--- config.mk ---
export PLATFORM = sky130hd
export DESIGN_NAME = xorshift_range_generator
export DESIGN_NICKNAME = d
export VERILOG_FILES = /design/src/rtl/xrg_pkg.sv /design/src/rtl/xrg_datapath.sv /design/src/rtl/xrg_ctrl.sv /design/src/rtl/xorshift_range_generator.sv
export VERILOG_INCLUDE_DIRS = /design/src /design/src/rtl
export SDC_FILE = /design/constraint.sdc
export NUM_CORES = 1
export LEC_CHECK = 0
export BUFFER_PORTS_ARGS = -buffer_cell sky130_fd_sc_hd__buf_2
export CORE_ASPECT_RATIO = 0.5
export CORE_MARGIN = 10
export CORE_UTILIZATION = 58
export DETAILED_ROUTE_END_ITERATION = 8
export PLACE_DENSITY = 0.83
export SKIP_LAST_GASP = 1
export SYNTH_ARGS = -nofsm -noshare
export SYNTH_HDL_FRONTEND = slang
export SYNTH_HIERARCHICAL = 1
export SYNTH_SLANG_ARGS = --single-unit
--- constraint.sdc ---
create_clock -name i_clk -period 10.9 [get_ports i_clk]
set_clock_uncertainty 0.15 [all_clocks]
set_input_delay 3.27 -clock i_clk [delete_from_list [all_inputs] [get_ports i_clk]]
set_output_delay 3.27 -clock i_clk [all_outputs]
set_load 0.02 [all_outputs]
--- src/rtl/xorshift_range_generator_macros.svh ---
// assertion macros used by the range generator sequencer
`ifndef XORSHIFT_RANGE_GENERATOR_MACROS_SVH
`define XORSHIFT_RANGE_GENERATOR_MACROS_SVH

// same-cycle implication, checked outside reset
`define XRG_ASSERT_NOW(label, ante, cons) \
    label: assert property (@(posedge i_clk) disable iff (!i_rst_n) (ante) |-> (cons)) \
        else $error("xrg check failed");

// next-cycle implication, checked outside reset
`define XRG_ASSERT_NEXT(label, ante, cons) \
    label: assert property (@(posedge i_clk) disable iff (!i_rst_n) (ante) |=> (cons)) \
        else $error("xrg check failed");

`endif

--- src/rtl/xrg_pkg.sv ---
// shared constants, types and the xorshift step for the range generator
package xrg_pkg;

    localparam int WORD_W    = 32;
    localparam int DIV_W     = WORD_W + 1;
    localparam int DIV_STEPS = WORD_W;
    localparam int CNT_W     = $clog2(DIV_STEPS);

    localparam int SHIFT_A = 13;
    localparam int SHIFT_B = 17;
    localparam int SHIFT_C = 5;

    localparam logic [WORD_W-1:0] SEED_RESET = 32'd1;

    localparam logic CMD_UNSIGNED = 1'b0;
    localparam logic CMD_SIGNED   = 1'b1;

    typedef struct packed {
        logic load;    // capture a word and advance the generator
        logic prep;    // set up divisor, dividend and offset
        logic step;    // one restoring division step
        logic finish;  // write the output register
    } t_dp_cmd;

    typedef struct packed {
        logic zero_width;
        logic last_step;
    } t_dp_status;

    function automatic logic [WORD_W-1:0] xs_next(input logic [WORD_W-1:0] s);
        logic [WORD_W-1:0] x;
        x = s;
        x = x ^ (x << SHIFT_A);
        x = x ^ (x >> SHIFT_B);
        x = x ^ (x << SHIFT_C);
        return x;
    endfunction

endpackage

--- src/rtl/xrg_datapath.sv ---
// generator state, range setup, radix-2 remainder unit and output register
module xrg_datapath (
    input  logic                         i_clk,
    input  logic                         i_rst_n,
    input  logic                         i_cfg_wr_en,
    input  logic [xrg_pkg::WORD_W-1:0]   i_cfg_wr_data,
    input  logic                         i_cmd,
    input  logic [xrg_pkg::WORD_W-1:0]   i_bound_a,
    input  logic [xrg_pkg::WORD_W-1:0]   i_bound_b,
    input  xrg_pkg::t_dp_cmd             i_dp_cmd,
    output xrg_pkg::t_dp_status          o_dp_status,
    output logic [xrg_pkg::WORD_W-1:0]   o_value,
    output logic [xrg_pkg::WORD_W-1:0]   o_raw_word
);
    import xrg_pkg::*;

    logic [WORD_W-1:0] r_state, n_state;
    logic [WORD_W-1:0] r_x;
    logic              r_cmd;
    logic [WORD_W-1:0] r_a, r_b;
    logic [DIV_W-1:0]  r_div, n_div;
    logic [WORD_W-1:0] r_lo, n_lo;
    logic              r_zero, n_zero;
    logic [DIV_W-1:0]  r_rem;
    logic [WORD_W-1:0] r_dvd, n_dvd;
    logic [CNT_W-1:0]  r_cnt;
    logic [WORD_W-1:0] r_value, r_raw;

    logic [WORD_W-1:0] w_unsigned;
    logic [DIV_W:0]    sa_ext, sb_ext, wide_s, wide_abs;
    logic [WORD_W-1:0] mag;
    logic [DIV_W:0]    shifted;
    logic [DIV_W+1:0]  diff;

    // generator state: config load wins, else advance on a new word
    always_comb begin
        n_state = r_state;
        if (i_cfg_wr_en) begin
            n_state = i_cfg_wr_data;
        end else if (i_dp_cmd.load) begin
            n_state = xs_next(r_state);
        end
    end

    always_ff @(posedge i_clk) begin
        if (!i_rst_n) begin
            r_state <= SEED_RESET;
        end else begin
            r_state <= n_state;
        end
    end

    // range setup
    always_comb begin
        w_unsigned = r_b - r_a + WORD_W'(1);
        sa_ext     = {{2{r_a[WORD_W-1]}}, r_a};
        sb_ext     = {{2{r_b[WORD_W-1]}}, r_b};
        wide_s     = sb_ext - sa_ext + (DIV_W+1)'(1);
        wide_abs   = wide_s[DIV_W] ? (~wide_s + (DIV_W+1)'(1)) : wide_s;
        // most negative word maps to 2^31, which fits unsigned
        mag        = r_x[WORD_W-1] ? (~r_x + WORD_W'(1)) : r_x;
        unique case (r_cmd)
            CMD_UNSIGNED: begin
                n_div  = {1'b0, w_unsigned};
                n_dvd  = r_x;
                n_lo   = r_a;
                n_zero = (w_unsigned == '0);
            end
            CMD_SIGNED: begin
                n_div  = wide_abs[DIV_W-1:0];
                n_dvd  = mag;
                n_lo   = ($signed(r_a) < $signed(r_b)) ? r_a : r_b;
                n_zero = (wide_abs == '0);
            end
            default: begin
                n_div  = {1'b0, w_unsigned};
                n_dvd  = r_x;
                n_lo   = r_a;
                n_zero = (w_unsigned == '0);
            end
        endcase
    end

    // restoring step: bring in one dividend bit, subtract if it fits
    always_comb begin
        shifted = {r_rem, r_dvd[WORD_W-1]};
        diff    = {1'b0, shifted} - {2'b00, r_div};
    end

    always_ff @(posedge i_clk) begin
        if (i_dp_cmd.load) begin
            r_x   <= xs_next(r_state);
            r_cmd <= i_cmd;
            r_a   <= i_bound_a;
            r_b   <= i_bound_b;
        end
        if (i_dp_cmd.prep) begin
            r_div  <= n_div;
            r_dvd  <= n_dvd;
            r_lo   <= n_lo;
            r_zero <= n_zero;
            r_rem  <= '0;
            r_cnt  <= '0;
        end else if (i_dp_cmd.step) begin
            r_rem <= diff[DIV_W+1] ? shifted[DIV_W-1:0] : diff[DIV_W-1:0];
            r_dvd <= r_dvd << 1;
            r_cnt <= r_cnt + CNT_W'(1);
        end
        if (i_dp_cmd.finish) begin
            r_value <= r_zero ? r_x : (r_rem[WORD_W-1:0] + r_lo);
            r_raw   <= r_x;
        end
    end

    assign o_dp_status.zero_width = r_zero;
    assign o_dp_status.last_step  = (r_cnt == CNT_W'(DIV_STEPS - 1));
    assign o_value    = r_value;
    assign o_raw_word = r_raw;

endmodule

--- src/rtl/xrg_ctrl.sv ---
// sequencer for one draw: accept, setup, divide, deliver
`include "xorshift_range_generator_macros.svh"

module xrg_ctrl (
    input  logic                 i_clk,
    input  logic                 i_rst_n,
    input  logic                 i_valid,
    output logic                 o_stall,
    output logic                 o_valid,
    input  logic                 i_stall,
    input  xrg_pkg::t_dp_status  i_dp_status,
    output xrg_pkg::t_dp_cmd     o_dp_cmd
);
    import xrg_pkg::*;

    localparam logic [1:0] S_IDLE = 2'd0;
    localparam logic [1:0] S_PREP = 2'd1;
    localparam logic [1:0] S_DIV  = 2'd2;
    localparam logic [1:0] S_FIN  = 2'd3;

    logic [1:0] r_fsm, n_fsm;
    logic       r_out_valid, n_out_valid;
    logic       in_acc, out_free;

    assign o_stall  = (r_fsm != S_IDLE);
    assign in_acc   = i_valid && !o_stall;
    // output register can take a word when empty or being drained
    assign out_free = !r_out_valid || !i_stall;

    always_comb begin
        n_fsm           = r_fsm;
        n_out_valid     = r_out_valid && i_stall;
        o_dp_cmd        = '0;
        o_dp_cmd.load   = in_acc;
        unique case (r_fsm)
            S_IDLE: begin
                if (in_acc) begin
                    n_fsm = S_PREP;
                end
            end
            S_PREP: begin
                o_dp_cmd.prep = 1'b1;
                n_fsm = S_DIV;
            end
            S_DIV: begin
                if (i_dp_status.zero_width) begin
                    n_fsm = S_FIN;
                end else begin
                    o_dp_cmd.step = 1'b1;
                    if (i_dp_status.last_step) begin
                        n_fsm = S_FIN;
                    end
                end
            end
            S_FIN: begin
                if (out_free) begin
                    o_dp_cmd.finish = 1'b1;
                    n_out_valid     = 1'b1;
                    n_fsm           = S_IDLE;
                end
            end
            default: begin
                n_fsm = S_IDLE;
            end
        endcase
    end

    always_ff @(posedge i_clk) begin
        if (!i_rst_n) begin
            r_fsm       <= S_IDLE;
            r_out_valid <= 1'b0;
        end else begin
            r_fsm       <= n_fsm;
            r_out_valid <= n_out_valid;
        end
    end

    assign o_valid = r_out_valid;

    `XRG_ASSERT_NEXT(a_accept_to_prep, in_acc, r_fsm == S_PREP)
    `XRG_ASSERT_NEXT(a_last_to_fin, (r_fsm == S_DIV) && i_dp_status.last_step, r_fsm == S_FIN)
    `XRG_ASSERT_NEXT(a_fin_delivers, (r_fsm == S_FIN) && out_free,
                     r_out_valid && (r_fsm == S_IDLE))
    `XRG_ASSERT_NOW(a_no_step_on_zero, i_dp_status.zero_width && (r_fsm == S_DIV),
                    !o_dp_cmd.step)

endmodule

--- src/rtl/xorshift_range_generator.sv ---
// top level of the xorshift range generator
// Usage:
//   Input channel i_valid/o_stall carries one word: i_cmd, i_bound_a, i_bound_b.
//   Output channel o_valid/i_stall carries o_value and o_raw_word.
//   i_cfg_wr_en with i_cfg_wr_data loads the generator state (seed).
//   Each accepted word advances the xorshift state, then reduces the new
//   value into the bound interval (cmd 0 unsigned, cmd 1 signed).
//   From accept to o_valid a word passes a setup state, 32 steps
//   of the radix-2 remainder unit and a final state that writes the output register;
//   a zero-width interval skips the division steps.
//   The remainder loop yields one bit per cycle; o_stall is high from
//   accept until the result is written, so no new word is taken before.
//   The output register lets a new word be taken while the last result waits;
//   a stalled receiver holds the result and, if a second one is finished,
//   the sequencer waits in its final state until the register frees.
//   Synchronous active-low reset loads a seed of 1 and empties the output.
module xorshift_range_generator (
    input  logic                        i_clk,
    input  logic                        i_rst_n,
    input  logic                        i_cfg_wr_en,
    input  logic [xrg_pkg::WORD_W-1:0]  i_cfg_wr_data,
    input  logic                        i_valid,
    output logic                        o_stall,
    input  logic                        i_cmd,
    input  logic [xrg_pkg::WORD_W-1:0]  i_bound_a,
    input  logic [xrg_pkg::WORD_W-1:0]  i_bound_b,
    output logic                        o_valid,
    input  logic                        i_stall,
    output logic [xrg_pkg::WORD_W-1:0]  o_value,
    output logic [xrg_pkg::WORD_W-1:0]  o_raw_word
);
    import xrg_pkg::*;

    t_dp_cmd    dp_cmd;
    t_dp_status dp_status;

    xrg_ctrl u_ctrl (
        .i_clk       (i_clk),
        .i_rst_n     (i_rst_n),
        .i_valid     (i_valid),
        .o_stall     (o_stall),
        .o_valid     (o_valid),
        .i_stall     (i_stall),
        .i_dp_status (dp_status),
        .o_dp_cmd    (dp_cmd)
    );

    xrg_datapath u_datapath (
        .i_clk         (i_clk),
        .i_rst_n       (i_rst_n),
        .i_cfg_wr_en   (i_cfg_wr_en),
        .i_cfg_wr_data (i_cfg_wr_data),
        .i_cmd         (i_cmd),
        .i_bound_a     (i_bound_a),
        .i_bound_b     (i_bound_b),
        .i_dp_cmd      (dp_cmd),
        .o_dp_status   (dp_status),
        .o_value       (o_value),
        .o_raw_word    (o_raw_word)
    );

endmodule
==> results of run 1 <==
## cell type report
class | count | area (um2) | share of cell area, %
multi-input cells | 1555 | 11100 | 47.6
flip-flops and latches | 332 | 9240 | 39.6
repair buffers | 177 | 911 | 3.91
clock buffers | 34 | 787 | 3.38
well taps | 484 | 606 | 2.60
inverters | 134 | 503 | 2.16
clock inverters | 21 | 160 | 0.687
diodes | 1 | 2.50 | 0.0107
## cell usage after synthesis, types with 5 or more instances
master / n
sky130_fd_sc_hd__and4_1: 5
sky130_fd_sc_hd__nand4b_1: 5
sky130_fd_sc_hd__nor2b_1: 22
sky130_fd_sc_hd__a21boi_0: 6
sky130_fd_sc_hd__o21a_1: 16
sky130_fd_sc_hd__buf_1: 6
sky130_fd_sc_hd__a31o_2: 5
sky130_fd_sc_hd__edfxtp_1: 259
sky130_fd_sc_hd__or3_1: 9
sky130_fd_sc_hd__and2_1: 46
sky130_fd_sc_hd__mux2_2: 11
sky130_fd_sc_hd__nor4_1: 7
sky130_fd_sc_hd__a211o_1: 5
sky130_fd_sc_hd__o31a_1: 8
sky130_fd_sc_hd__or2_2: 9
sky130_fd_sc_hd__a31oi_1: 14
sky130_fd_sc_hd__nor3_1: 36
sky130_fd_sc_hd__a211oi_1: 35
sky130_fd_sc_hd__o21ai_0: 117
sky130_fd_sc_hd__nand4_1: 20
sky130_fd_sc_hd__nand2_1: 156
sky130_fd_sc_hd__xnor2_1: 152
sky130_fd_sc_hd__and3_1: 18
sky130_fd_sc_hd__nand2b_1: 21
sky130_fd_sc_hd__o211ai_1: 10
sky130_fd_sc_hd__o21bai_1: 10
sky130_fd_sc_hd__a21oi_1: 153
sky130_fd_sc_hd__clkbuf_1: 66
sky130_fd_sc_hd__xor2_1: 76
sky130_fd_sc_hd__o41ai_1: 6
sky130_fd_sc_hd__nand3_1: 28
sky130_fd_sc_hd__o31ai_1: 10
sky130_fd_sc_hd__inv_1: 134
sky130_fd_sc_hd__nor2_1: 180
sky130_fd_sc_hd__mux2i_1: 77
sky130_fd_sc_hd__a21o_1: 36
sky130_fd_sc_hd__dfxtp_1: 73
sky130_fd_sc_hd__o22ai_1: 5
sky130_fd_sc_hd__ha_1: 160
## per-stage QoR
stage          instances  util (%)
2_1_floorplan       2098         -
4_1_cts             2737      65.0
3_5_place_dp        2682      62.3
3_3_place_gp        2682      62.3
5_1_grt             2737      65.0
6_report            2738      65.0
## layer usage
layer	track usage, %	part of all wire [%]	up-vias	wire length [um]
met5	0	0.027	-	13
met4	4.96	2.2	2	1090
met3	3.72	6.6	70	3180
met2	33.7	44	413	21500
met1	29.3	47	7261	22600
li1	-	-	7783	-
## cells by family after synthesis
family | Yosys count | share of synthesized area (%)
xor gates and xnor gates | 232 | 9.83
adders and majority gates | 166 | 9.93
DFF | 332 | 43.8
and+or+nand+nor | 588 | 13.8
buffers and inverters | 211 | 3.85
AOI/OAI and AO/OA | 481 | 14.6
muxes | 88 | 4.24
## power by group through the flow
stage	clock network, mW	logic [mW]	registers (mW)
2_1_floorplan	0	3.22	2.27
3_3_place_gp	0	3.98	2.35
3_5_place_dp	0	4.08	2.36
4_1_cts	1.04	4.11	2.34
5_1_grt	1.09	4.62	2.39
6_report	1.02	4.15	2.35
## worst max-delay path: stages (launching register included)
cell                       delay, ns
sky130_fd_sc_hd__edfxtp_1       0.40
sky130_fd_sc_hd__inv_1          0.11
sky130_fd_sc_hd__ha_1           0.28
sky130_fd_sc_hd__ha_1           0.37
sky130_fd_sc_hd__a21o_1         0.19
sky130_fd_sc_hd__a31o_2         0.26
sky130_fd_sc_hd__o211ai_2       0.31
sky130_fd_sc_hd__a21oi_2        0.17
sky130_fd_sc_hd__mux2_2         0.34
sky130_fd_sc_hd__nor4_4         0.36
sky130_fd_sc_hd__and3_1         0.35
sky130_fd_sc_hd__nand3_1        0.22
sky130_fd_sc_hd__nor4_1         0.44
sky130_fd_sc_hd__mux2_2         0.39
sky130_fd_sc_hd__o32ai_1        0.19
sky130_fd_sc_hd__and4_1         0.21
sky130_fd_sc_hd__nand3_1        0.08
sky130_fd_sc_hd__o32ai_1        0.25
## state kept, by name, summed over array words and instances, names as in the netlist, 5 cells and up
name,count
u_datapath/r_rem,33
u_datapath/r_lo,32
u_datapath/r_a,32
u_datapath/r_state,32
u_datapath/r_div,33
u_datapath/r_cnt,5
u_datapath/o_raw_word,32
u_datapath/r_b,32
u_datapath/r_x,32
u_datapath/o_value,32
u_datapath/r_dvd,32
## path summary, 6_finish.rpt
kind / start / endpoint / slack [ns] / cells past startpoint
worst max-delay path: u_datapath/r_a[3] / u_datapath/r_zero / 5.64 / 17
worst min-delay path: u_datapath/r_rem[32] / u_datapath/r_rem[32] / 0.33 / 2
worst max register to register: u_datapath/r_a[3] / u_datapath/r_zero / 5.64 / 17
worst min register to register: u_datapath/r_rem[32] / u_datapath/r_rem[32] / 0.33 / 2
==> flow_summary.toml, run 1 <==
[clock_tree]
clk_root_buffer_cell = "sky130_fd_sc_hd__clkbuf_16"
cts_tree = "done"
post-cts-setup-buffer-count = 0
htree_num_levels = 1
cts.reportedPaths.clkPinSlew_ns = 0.07
cts_hold_repair.buffers = 0
cts_inserted_buffers = 30
cts_resized = 0
cts.path.max_buffers = 3
tritoncts_num_sinks = 332
clk_latency_ns = 0.59

[detailed_routing]
drt_drc_violations_left = 0
number_of_search_and_repair_iterations_in_the_first_detailed_routing_pass = 5
routed-via-count = 15500
antenna_left = 0
drt-initial-drc-count = 1302
viasPerCell = 5.67
avgRoutedWirePerCell_um = 17.7
final_wirelength_um = 48400

[global_route]
grt_antenna_before_repair = 2
grt_remaining_overflow = 0
number_of_global_route_vias_before_repair = 15000
groute.usage.overall_pct = 21.1
grt_start_max_net_pins = 100
grt_first_pass_wirelength_um = 77400

[floorplan]
design.portCount = 168
floorplan.die.height_um = 155
fp.coreArea_um2 = 35900
start_util_pct = 58.8
chipWidth_um = 290
row_count = 49
die_area_um2 = 44900

[place]
place.gp.congestion = 0.896
place.detailed.hpwl_um = 36400
placement.io_buffers = 167
pre_cts_ws_ns = 5.64
detailed_place.area_um2 = 22400

[critical_path]
crit_fanout = 7
worstSetupPathType = "reg -> reg"
cp.required_ns = 11.16
worst_ep_arrival_time_ns = 5.53
worstSetupStartpointType = "register"
worstSetupEndpointType = "register"

[power]
irDropWorstVdd_mv = 0.184
combinationalPowerShare_pct = 55.2
seq_power_share_pct = 31.3
overall_power_of_the_completed_layout_mw = 7.52
power_leakage_nw = 9.49
clkPwrFrac_pct = 13.5
power.density_nw_per_um2 = 323
power.share.switching_pct = 44.0
total_switching_power_mw = 3.30
internal_power_mw = 4.21

[sta]
timing.final.max_slew_violations = 0
report.final.setup_viol = 0
final-hold-violation-count = 0
layout_min_cycle_time_ns = 5.26
maxSlewHeadroom_pct = 26.4
final.hold.worst_slack_ns = 0.329
fin_ws_ns = 5.64
worst_pin_slew_ns = 1.10
tns_ns = 0
timing.final.crit_share_pct = 48.3
setup_repair_after_global_routing_missed_its_margin = "false"
maxClockFrequency_ghz = 0.190

[logic_synthesis]
synthTopCellsByArea = "sky130_fd_sc_hd__edfxtp_1, sky130_fd_sc_hd__ha_1, sky130_fd_sc_hd__dfxtp_1, sky130_fd_sc_hd__xnor2_1, sky130_fd_sc_hd__mux2i_1"
synth-seq-area-share_pct = 43.8
post_synth_top_area_cell = "sky130_fd_sc_hd__edfxtp_1"
yosysUniqueCellTypes = 93
synth_edf_count = 259
post_synth_inst_count = 2098
synthDominantCellAreaShare_pct = 36.9
ys_seq_elements = 332
post_synth.cell_area_avg_um2 = 10.1
post_synth_instance_area_um2 = 21100
synth.net_count = 2363
synth_warnings = 6
dominantRegCellSynth = "sky130_fd_sc_hd__edfxtp_1"
async_flop_share_pct = 0

[final_layout]
mostFrequentLayoutCell = "sky130_fd_sc_hd__edfxtp_1"
nNetsFinal = 2495
commonest_cells_after_routing_fill_and_taps_aside = "sky130_fd_sc_hd__edfxtp_1, sky130_fd_sc_hd__nor2_1, sky130_fd_sc_hd__buf_2, sky130_fd_sc_hd__ha_1, sky130_fd_sc_hd__nand2_1"
drive_above_1_share_pct = 12.6
fillerInstances = 2878
post-route-cell-area_um2 = 23300
syn_to_final_growth_pct = 10.5

[hold_path]
min-delay-path-class = "reg -> reg"

[run]
max-cap-violations = 0

[status]
outcome = "completed"
No activity file was read; power rests on OpenSTA's default activity.
==> run 2, diff against run 1 <==
--- a/config.mk
+++ b/config.mk
@@ -9,9 +9,9 @@
 export BUFFER_PORTS_ARGS = -buffer_cell sky130_fd_sc_hd__buf_2
 export CORE_ASPECT_RATIO = 0.5
 export CORE_MARGIN = 10
-export CORE_UTILIZATION = 58
+export CORE_UTILIZATION = 55
 export DETAILED_ROUTE_END_ITERATION = 8
-export PLACE_DENSITY = 0.83
+export PLACE_DENSITY = 0.82
 export SKIP_LAST_GASP = 1
 export SYNTH_ARGS = -nofsm -noshare
 export SYNTH_HDL_FRONTEND = slang
==> constraint.sdc (replaced) <==
create_clock -name i_clk -period 4.3 [get_ports i_clk]
set_clock_uncertainty 0.15 [all_clocks]
set_input_delay 1.29 -clock i_clk [delete_from_list [all_inputs] [get_ports i_clk]]
set_output_delay 1.29 -clock i_clk [all_outputs]
set_load 0.02 [all_outputs]
==> flow_summary.toml, run 2 (same netlist as run 1, synthesis figures left out) <==
[place]
pre_cts_ws_ns = -0.417
place.gp.congestion = 0.907
placedCellCount = 2939
place.detailed.hpwl_um = 39500
placement.io_buffers = 167

[sta]
report.final.setup_viol = 3
setup_repair_after_global_routing_missed_its_margin = "true"
maxClockFrequency_ghz = 0.219
fin_ws_ns = -0.257
timing.final.max_slew_violations = 0
final-hold-violation-count = 0
timing.final.crit_share_pct = 106
layout_min_cycle_time_ns = 4.56
tns_ns = -0.371
maxSlewHeadroom_pct = 33.3
worst_pin_slew_ns = 1.00

[detailed_routing]
antenna_left = 0
drt_drc_violations_left = 0
avgRoutedWirePerCell_um = 17.5
routed-via-count = 16800
final_wirelength_um = 53100
number_of_search_and_repair_iterations_in_the_first_detailed_routing_pass = 6
drt-initial-drc-count = 1578
viasPerCell = 5.56

[global_route]
grt_first_pass_wirelength_um = 83700
grt_antenna_before_repair = 1
grt_start_max_net_pins = 102
groute.usage.overall_pct = 21.7
number_of_global_route_vias_before_repair = 16200
grt_remaining_overflow = 0

[floorplan]
row_count = 50
fp.coreArea_um2 = 37600
start_util_pct = 56.1
design.portCount = 168
chipWidth_um = 297
die_area_um2 = 47100
floorplan.die.height_um = 158

[power]
power.density_nw_per_um2 = 845
irDropWorstVdd_mv = 0.461
power_leakage_nw = 10.9
overall_power_of_the_completed_layout_mw = 21.9

[final_layout]
syn_to_final_growth_pct = 22.6
area.sequential_um2 = 9240
area_of_combinational_cells_with_multiple_inputs_um2 = 11500
mostFrequentLayoutCell = "sky130_fd_sc_hd__edfxtp_1"
insertedDiodeCount = 0
drive_above_1_share_pct = 23.9
commonest_cells_after_routing_fill_and_taps_aside = "sky130_fd_sc_hd__edfxtp_1, sky130_fd_sc_hd__buf_4, sky130_fd_sc_hd__nor2_1, sky130_fd_sc_hd__buf_2, sky130_fd_sc_hd__nand2_1"
nNetsFinal = 2745
fillerInstances = 2800
stdcell_count = 3025
largest_registers = "u_datapath/r_div (33), u_datapath/r_rem (33)"

[critical_path]
worstSetupStartpointType = "register"
worstSetupPathType = "reg -> reg"
cp.required_ns = 4.58
max_stage_delay_ns = 0.44
slowest_stage = "sky130_fd_sc_hd__edfxtp_1"
critical-path-top-delay-family = "compound AO/OA/AOI/OAI gates"
worst_ep_arrival_time_ns = 4.84
worstSetupEndpointType = "register"
cp_num_buf_inv = 3
crit_fanout = 13
cp_cell_sequence = "ha_4 -> inv_4 -> ha_4 -> fa_2 -> o21a_1 -> a21o_1 -> nand4_1 -> a211o_1 -> buf_6 -> a21o_1 -> o31a_1 -> o31a_1 -> buf_4 -> nor4b_1 -> a32oi_1 -> nor4b_2 -> and4_1 -> nand3_1 -> o32ai_2"

[clock_tree]
clk_latency_ns = 0.60
cts_inserted_buffers = 31
cts_tree = "done"
clk_root_buffer_cell = "sky130_fd_sc_hd__clkbuf_16"
tritoncts_num_sinks = 332
htree_num_levels = 1
cts.reportedPaths.clkPinSlew_ns = 0.07
cts.path.max_buffers = 3

[status]
outcome = "finished, violations left"
violated_checks = "setup timing"

[hold_path]
min-delay-path-class = "reg -> reg"

[run]
max-cap-violations = 0
run 2: cell count changes in the layout (fill, tap and decap cells not counted), moves of 5 or more:
cell / before / now
sky130_fd_sc_hd__buf_4: 10 / 241
sky130_fd_sc_hd__buf_6: 0 / 10
sky130_fd_sc_hd__o21ai_0: 117 / 109
sky130_fd_sc_hd__a21oi_1: 153 / 146
sky130_fd_sc_hd__a21oi_2: 1 / 7
sky130_fd_sc_hd__buf_12: 0 / 6
sky130_fd_sc_hd__ha_1: 159 / 153
sky130_fd_sc_hd__o21ai_1: 1 / 7
sky130_fd_sc_hd__ha_4: 1 / 6
run 2: path summary, 6_finish.rpt:
path                        start  slack, ns                   end  cells after the start
max reg2reg     u_datapath/r_a[1]      -0.26     u_datapath/r_zero                     19
min reg2reg  u_datapath/r_rem[32]       0.35  u_datapath/r_rem[32]                      2
max             u_datapath/r_a[1]      -0.26     u_datapath/r_zero                     19
min          u_datapath/r_rem[32]       0.35  u_datapath/r_rem[32]                      2
run 2: cell type report:
type	instances	share of cell area [%]
Sequential cell	332	35.7
Clock inverter	23	0.876
Multi-Input combinational cell	1555	44.6
Tap cell	520	2.52
Clock buffer	35	3.06
Timing Repair Buffer	426	11.3
Inverter	134	1.95
run 2: per-layer routing:
| metal | global-route usage (%) | routed length [um] | up-vias | share of wire [%] |
|---|---|---|---|---|
| met5 | 0 | 0 | - | 0 |
| met4 | 5.89 | 1310 | 0 | 2.5 |
| met3 | 3.67 | 3590 | 88 | 6.8 |
| met2 | 35.7 | 24300 | 525 | 46 |
| met1 | 29.3 | 23900 | 7908 | 45 |
| li1 | - | - | 8302 | - |
run 2: report_power, final:
| part | internal, mW | switching [mW] |
|---|---|---|
| logic | 5.94 | 7.15 |
| registers | 5.14 | 0.835 |
| clock network | 1.52 | 1.26 |
| total | 12.6 | 9.25 |
run 2: stage by stage:
stage               instance area, um2  util (%)  hold slack, ns
finish                           25900      68.8           0.345
global route                     25900      68.8           0.374
CTS                              25400      67.6           0.346
detailed placement               24200      64.4           0.338
global placement                 24200      64.4           0.304
floorplan                        21200         -           0.274
run 2: worst min-delay path: stages, from the launching register on:
cell	delay, ns
sky130_fd_sc_hd__dfxtp_1	0.31
sky130_fd_sc_hd__inv_1	0.05
sky130_fd_sc_hd__a221oi_1	0.07
run 2: timing repair:
| action | 4_1_cts | 5_1_grt |
|---|---|---|
| cloned | 0 | 2 |
| resized for setup | 23 | 63 |
| pin swaps | 22 | 41 |
| setup endpoints to repair | 6 | 33 |
| setup buffers | 13 | 14 |
| hold buffers | 0 | 0 |
==> run 3, diff against run 2 <==
--- a/config.mk
+++ b/config.mk
@@ -9,9 +9,10 @@
 export BUFFER_PORTS_ARGS = -buffer_cell sky130_fd_sc_hd__buf_2
 export CORE_ASPECT_RATIO = 0.5
 export CORE_MARGIN = 10
-export CORE_UTILIZATION = 55
+export CORE_UTILIZATION = 58
 export DETAILED_ROUTE_END_ITERATION = 8
-export PLACE_DENSITY = 0.82
+export PLACE_DENSITY = 0.83
+export SKIP_CTS_REPAIR_TIMING = 1
 export SKIP_LAST_GASP = 1
 export SYNTH_ARGS = -nofsm -noshare
 export SYNTH_HDL_FRONTEND = slang
==> constraint.sdc (replaced) <==
create_clock -name i_clk -period 4.35 [get_ports i_clk]
set_clock_uncertainty 0.15 [all_clocks]
set_input_delay 1.305 -clock i_clk [delete_from_list [all_inputs] [get_ports i_clk]]
set_output_delay 1.305 -clock i_clk [all_outputs]
set_load 0.02 [all_outputs]
==> flow_summary.toml, run 3 (same netlist as run 1, synthesis figures left out) <==
[place]
pre_cts_ws_ns = -0.371
place.gp.congestion = 0.941
place.detailed.hpwl_um = 39400
placement.io_buffers = 167
detailed_place.area_um2 = 24000

[power]
power.density_nw_per_um2 = 838
power_leakage_nw = 10.7
irDropWorstVdd_mv = 0.431

[critical_path]
reg2reg_to = "u_datapath/r_zero"
worst_ep_arrival_time_ns = 5.10
crit_fanout = 4
r2r_cells = 20
worst_r2r_startpoint = "u_datapath/r_a[1]"
r2r_setup_slack_ns = -0.46
worstSetupPathType = "reg -> reg"
cp.required_ns = 4.64
worstSetupEndpointType = "register"
worstSetupStartpointType = "register"

[final_layout]
fillerInstances = 2589
commonest_cells_after_routing_fill_and_taps_aside = "sky130_fd_sc_hd__edfxtp_1, sky130_fd_sc_hd__buf_4, sky130_fd_sc_hd__nor2_1, sky130_fd_sc_hd__buf_2, sky130_fd_sc_hd__nand2_1"
mostFrequentLayoutCell = "sky130_fd_sc_hd__edfxtp_1"
drive_above_1_share_pct = 22.6
nNetsFinal = 2719
finalCoreUtilization_pct = 71.0
area_of_combinational_cells_with_multiple_inputs_um2 = 11400
area.sequential_um2 = 9240
post-route-cell-area_um2 = 25500
syn_to_final_growth_pct = 20.8
largest_registers = "u_datapath/r_div (33), u_datapath/r_rem (33)"

[clock_tree]
cts.reportedPaths.clkPinSlew_ns = 0.07
clk_root_buffer_cell = "sky130_fd_sc_hd__clkbuf_16"
cts.path.max_buffers = 3
cts_inserted_buffers = 31
cts_tree = "done"
tritoncts_num_sinks = 332
htree_num_levels = 1
clk_latency_ns = 0.61

[detailed_routing]
routed-via-count = 16800
avgRoutedWirePerCell_um = 17.9
met3_length_um = 3540
number_of_search_and_repair_iterations_in_the_first_detailed_routing_pass = 6
antenna_left = 0
detail_route.wirelength.met1_um = 23900
top_signal_layer_used = "met4"
drt-initial-drc-count = 1501
viasPerCell = 5.68
final_wirelength_um = 53000
met2_length_um = 24200
drt_drc_violations_left = 0

[hold_path]
worst_hold_path.endpoint = "u_datapath/r_rem[32]"
cell_depth_of_the_worst_min_delay_path = 2
min_delay_startpoint = "u_datapath/r_rem[32]"
min-delay-path-class = "reg -> reg"

[floorplan]
floorplan.die.height_um = 155
start_util_pct = 58.8
die_area_um2 = 44900
chipWidth_um = 290
row_count = 49
design.portCount = 168
fp.coreArea_um2 = 35900

[sta]
maxSlewHeadroom_pct = 32.7
worst_pin_slew_ns = 1.01
setup_repair_after_global_routing_missed_its_margin = "true"
report.final.setup_viol = 4
fin_ws_ns = -0.462
timing.final.crit_share_pct = 111
maxClockFrequency_ghz = 0.208
layout_min_cycle_time_ns = 4.81
timing.final.max_slew_violations = 0
final-hold-violation-count = 0

[global_route]
grt_start_max_net_pins = 72
number_of_global_route_vias_before_repair = 16000
groute.usage.overall_pct = 22.6
grt_remaining_overflow = 0
grt_first_pass_wirelength_um = 83000
grt_antenna_before_repair = 4

[run]
max-cap-violations = 0

[status]
outcome = "finished, violations left"
violated_checks = "setup timing"
==> run 3: cell count changes in the layout (fill, tap and decap cells not counted), sizes merged <==
cell,change
clkbuf,+5
buf,-25
clkinvlp,-3
bufinv,-2
inv,+2
diode,+2
clkinv,-3
==> run 3: worst max-delay path, stage by stage (launching register included) <==
cell and delay [ns]:
sky130_fd_sc_hd__edfxtp_1 0.44, sky130_fd_sc_hd__ha_4 0.29, sky130_fd_sc_hd__inv_2 0.04, sky130_fd_sc_hd__ha_4 0.16
sky130_fd_sc_hd__fa_2 0.36, sky130_fd_sc_hd__o21a_1 0.11, sky130_fd_sc_hd__a21o_1 0.19, sky130_fd_sc_hd__buf_6 0.14
sky130_fd_sc_hd__xnor2_4 0.11, sky130_fd_sc_hd__nand3b_1 0.25, sky130_fd_sc_hd__nor4_4 0.36, sky130_fd_sc_hd__nand4_1 0.30
sky130_fd_sc_hd__nor3_4 0.33, sky130_fd_sc_hd__buf_6 0.15, sky130_fd_sc_hd__nand4bb_4 0.11, sky130_fd_sc_hd__or2_1 0.25
sky130_fd_sc_hd__a32oi_1 0.19, sky130_fd_sc_hd__nor4b_2 0.20, sky130_fd_sc_hd__and4_1 0.23, sky130_fd_sc_hd__nand3_2 0.07
sky130_fd_sc_hd__o32ai_2 0.20
==> run 3: power breakdown <==
part           switching [mW]  internal [mW]  total (mW)
Combinational            7.08           5.65        12.7
Clock                    1.25           1.47        2.72
Sequential              0.812           5.08        5.89
==> run 3: worst max-delay path by stage <==
stage | startpoint | to | slack (ns)
3_5_place_dp | u_datapath/r_a[1] | u_datapath/r_zero | -0.37
3_3_place_gp | u_datapath/r_a[1] | u_datapath/r_zero | -0.26
2_1_floorplan | u_datapath/r_a[1] | u_datapath/r_zero | -0.21
5_1_grt | u_datapath/r_a[1] | u_datapath/r_zero | -0.65
6_report | u_datapath/r_a[1] | u_datapath/r_zero | -0.46
4_1_cts | u_datapath/r_a[1] | u_datapath/r_zero | -0.38
==> run 3: metrics by stage <==
| stage | hold slack (ns) | total power, mW | cells | setup TNS, ns |
|---|---|---|---|---|
| 3_3_place_gp | 0.313 | 17.6 | 2891 | -0.273 |
| 3_5_place_dp | 0.330 | 17.9 | 2891 | -0.526 |
| 4_1_cts | 0.341 | 20.7 | 2949 | -0.628 |
| 6_report | 0.338 | 21.3 | 2965 | -0.826 |
| 5_1_grt | 0.354 | 22.8 | 2964 | -1.63 |
| 2_1_floorplan | 0.274 | 13.8 | 2098 | -0.228 |
==> run 3: cell type report <==
cell class,count,area share (%)
multi-input combinational,1555,44.9
sequential,332,36.3
inverter,134,1.98
clock buffer,41,3.39
tap,484,2.38
timing repair buffer,400,10.5
antenna,2,0.0196
clock inverter,17,0.550
==> run 3: routing by layer <==
metal	up-vias	GRT usage, %
met5	-	0
li1	8231	-
met2	536	36.6
met1	7986	31.8
met3	89	2.87
met4	0	5.30
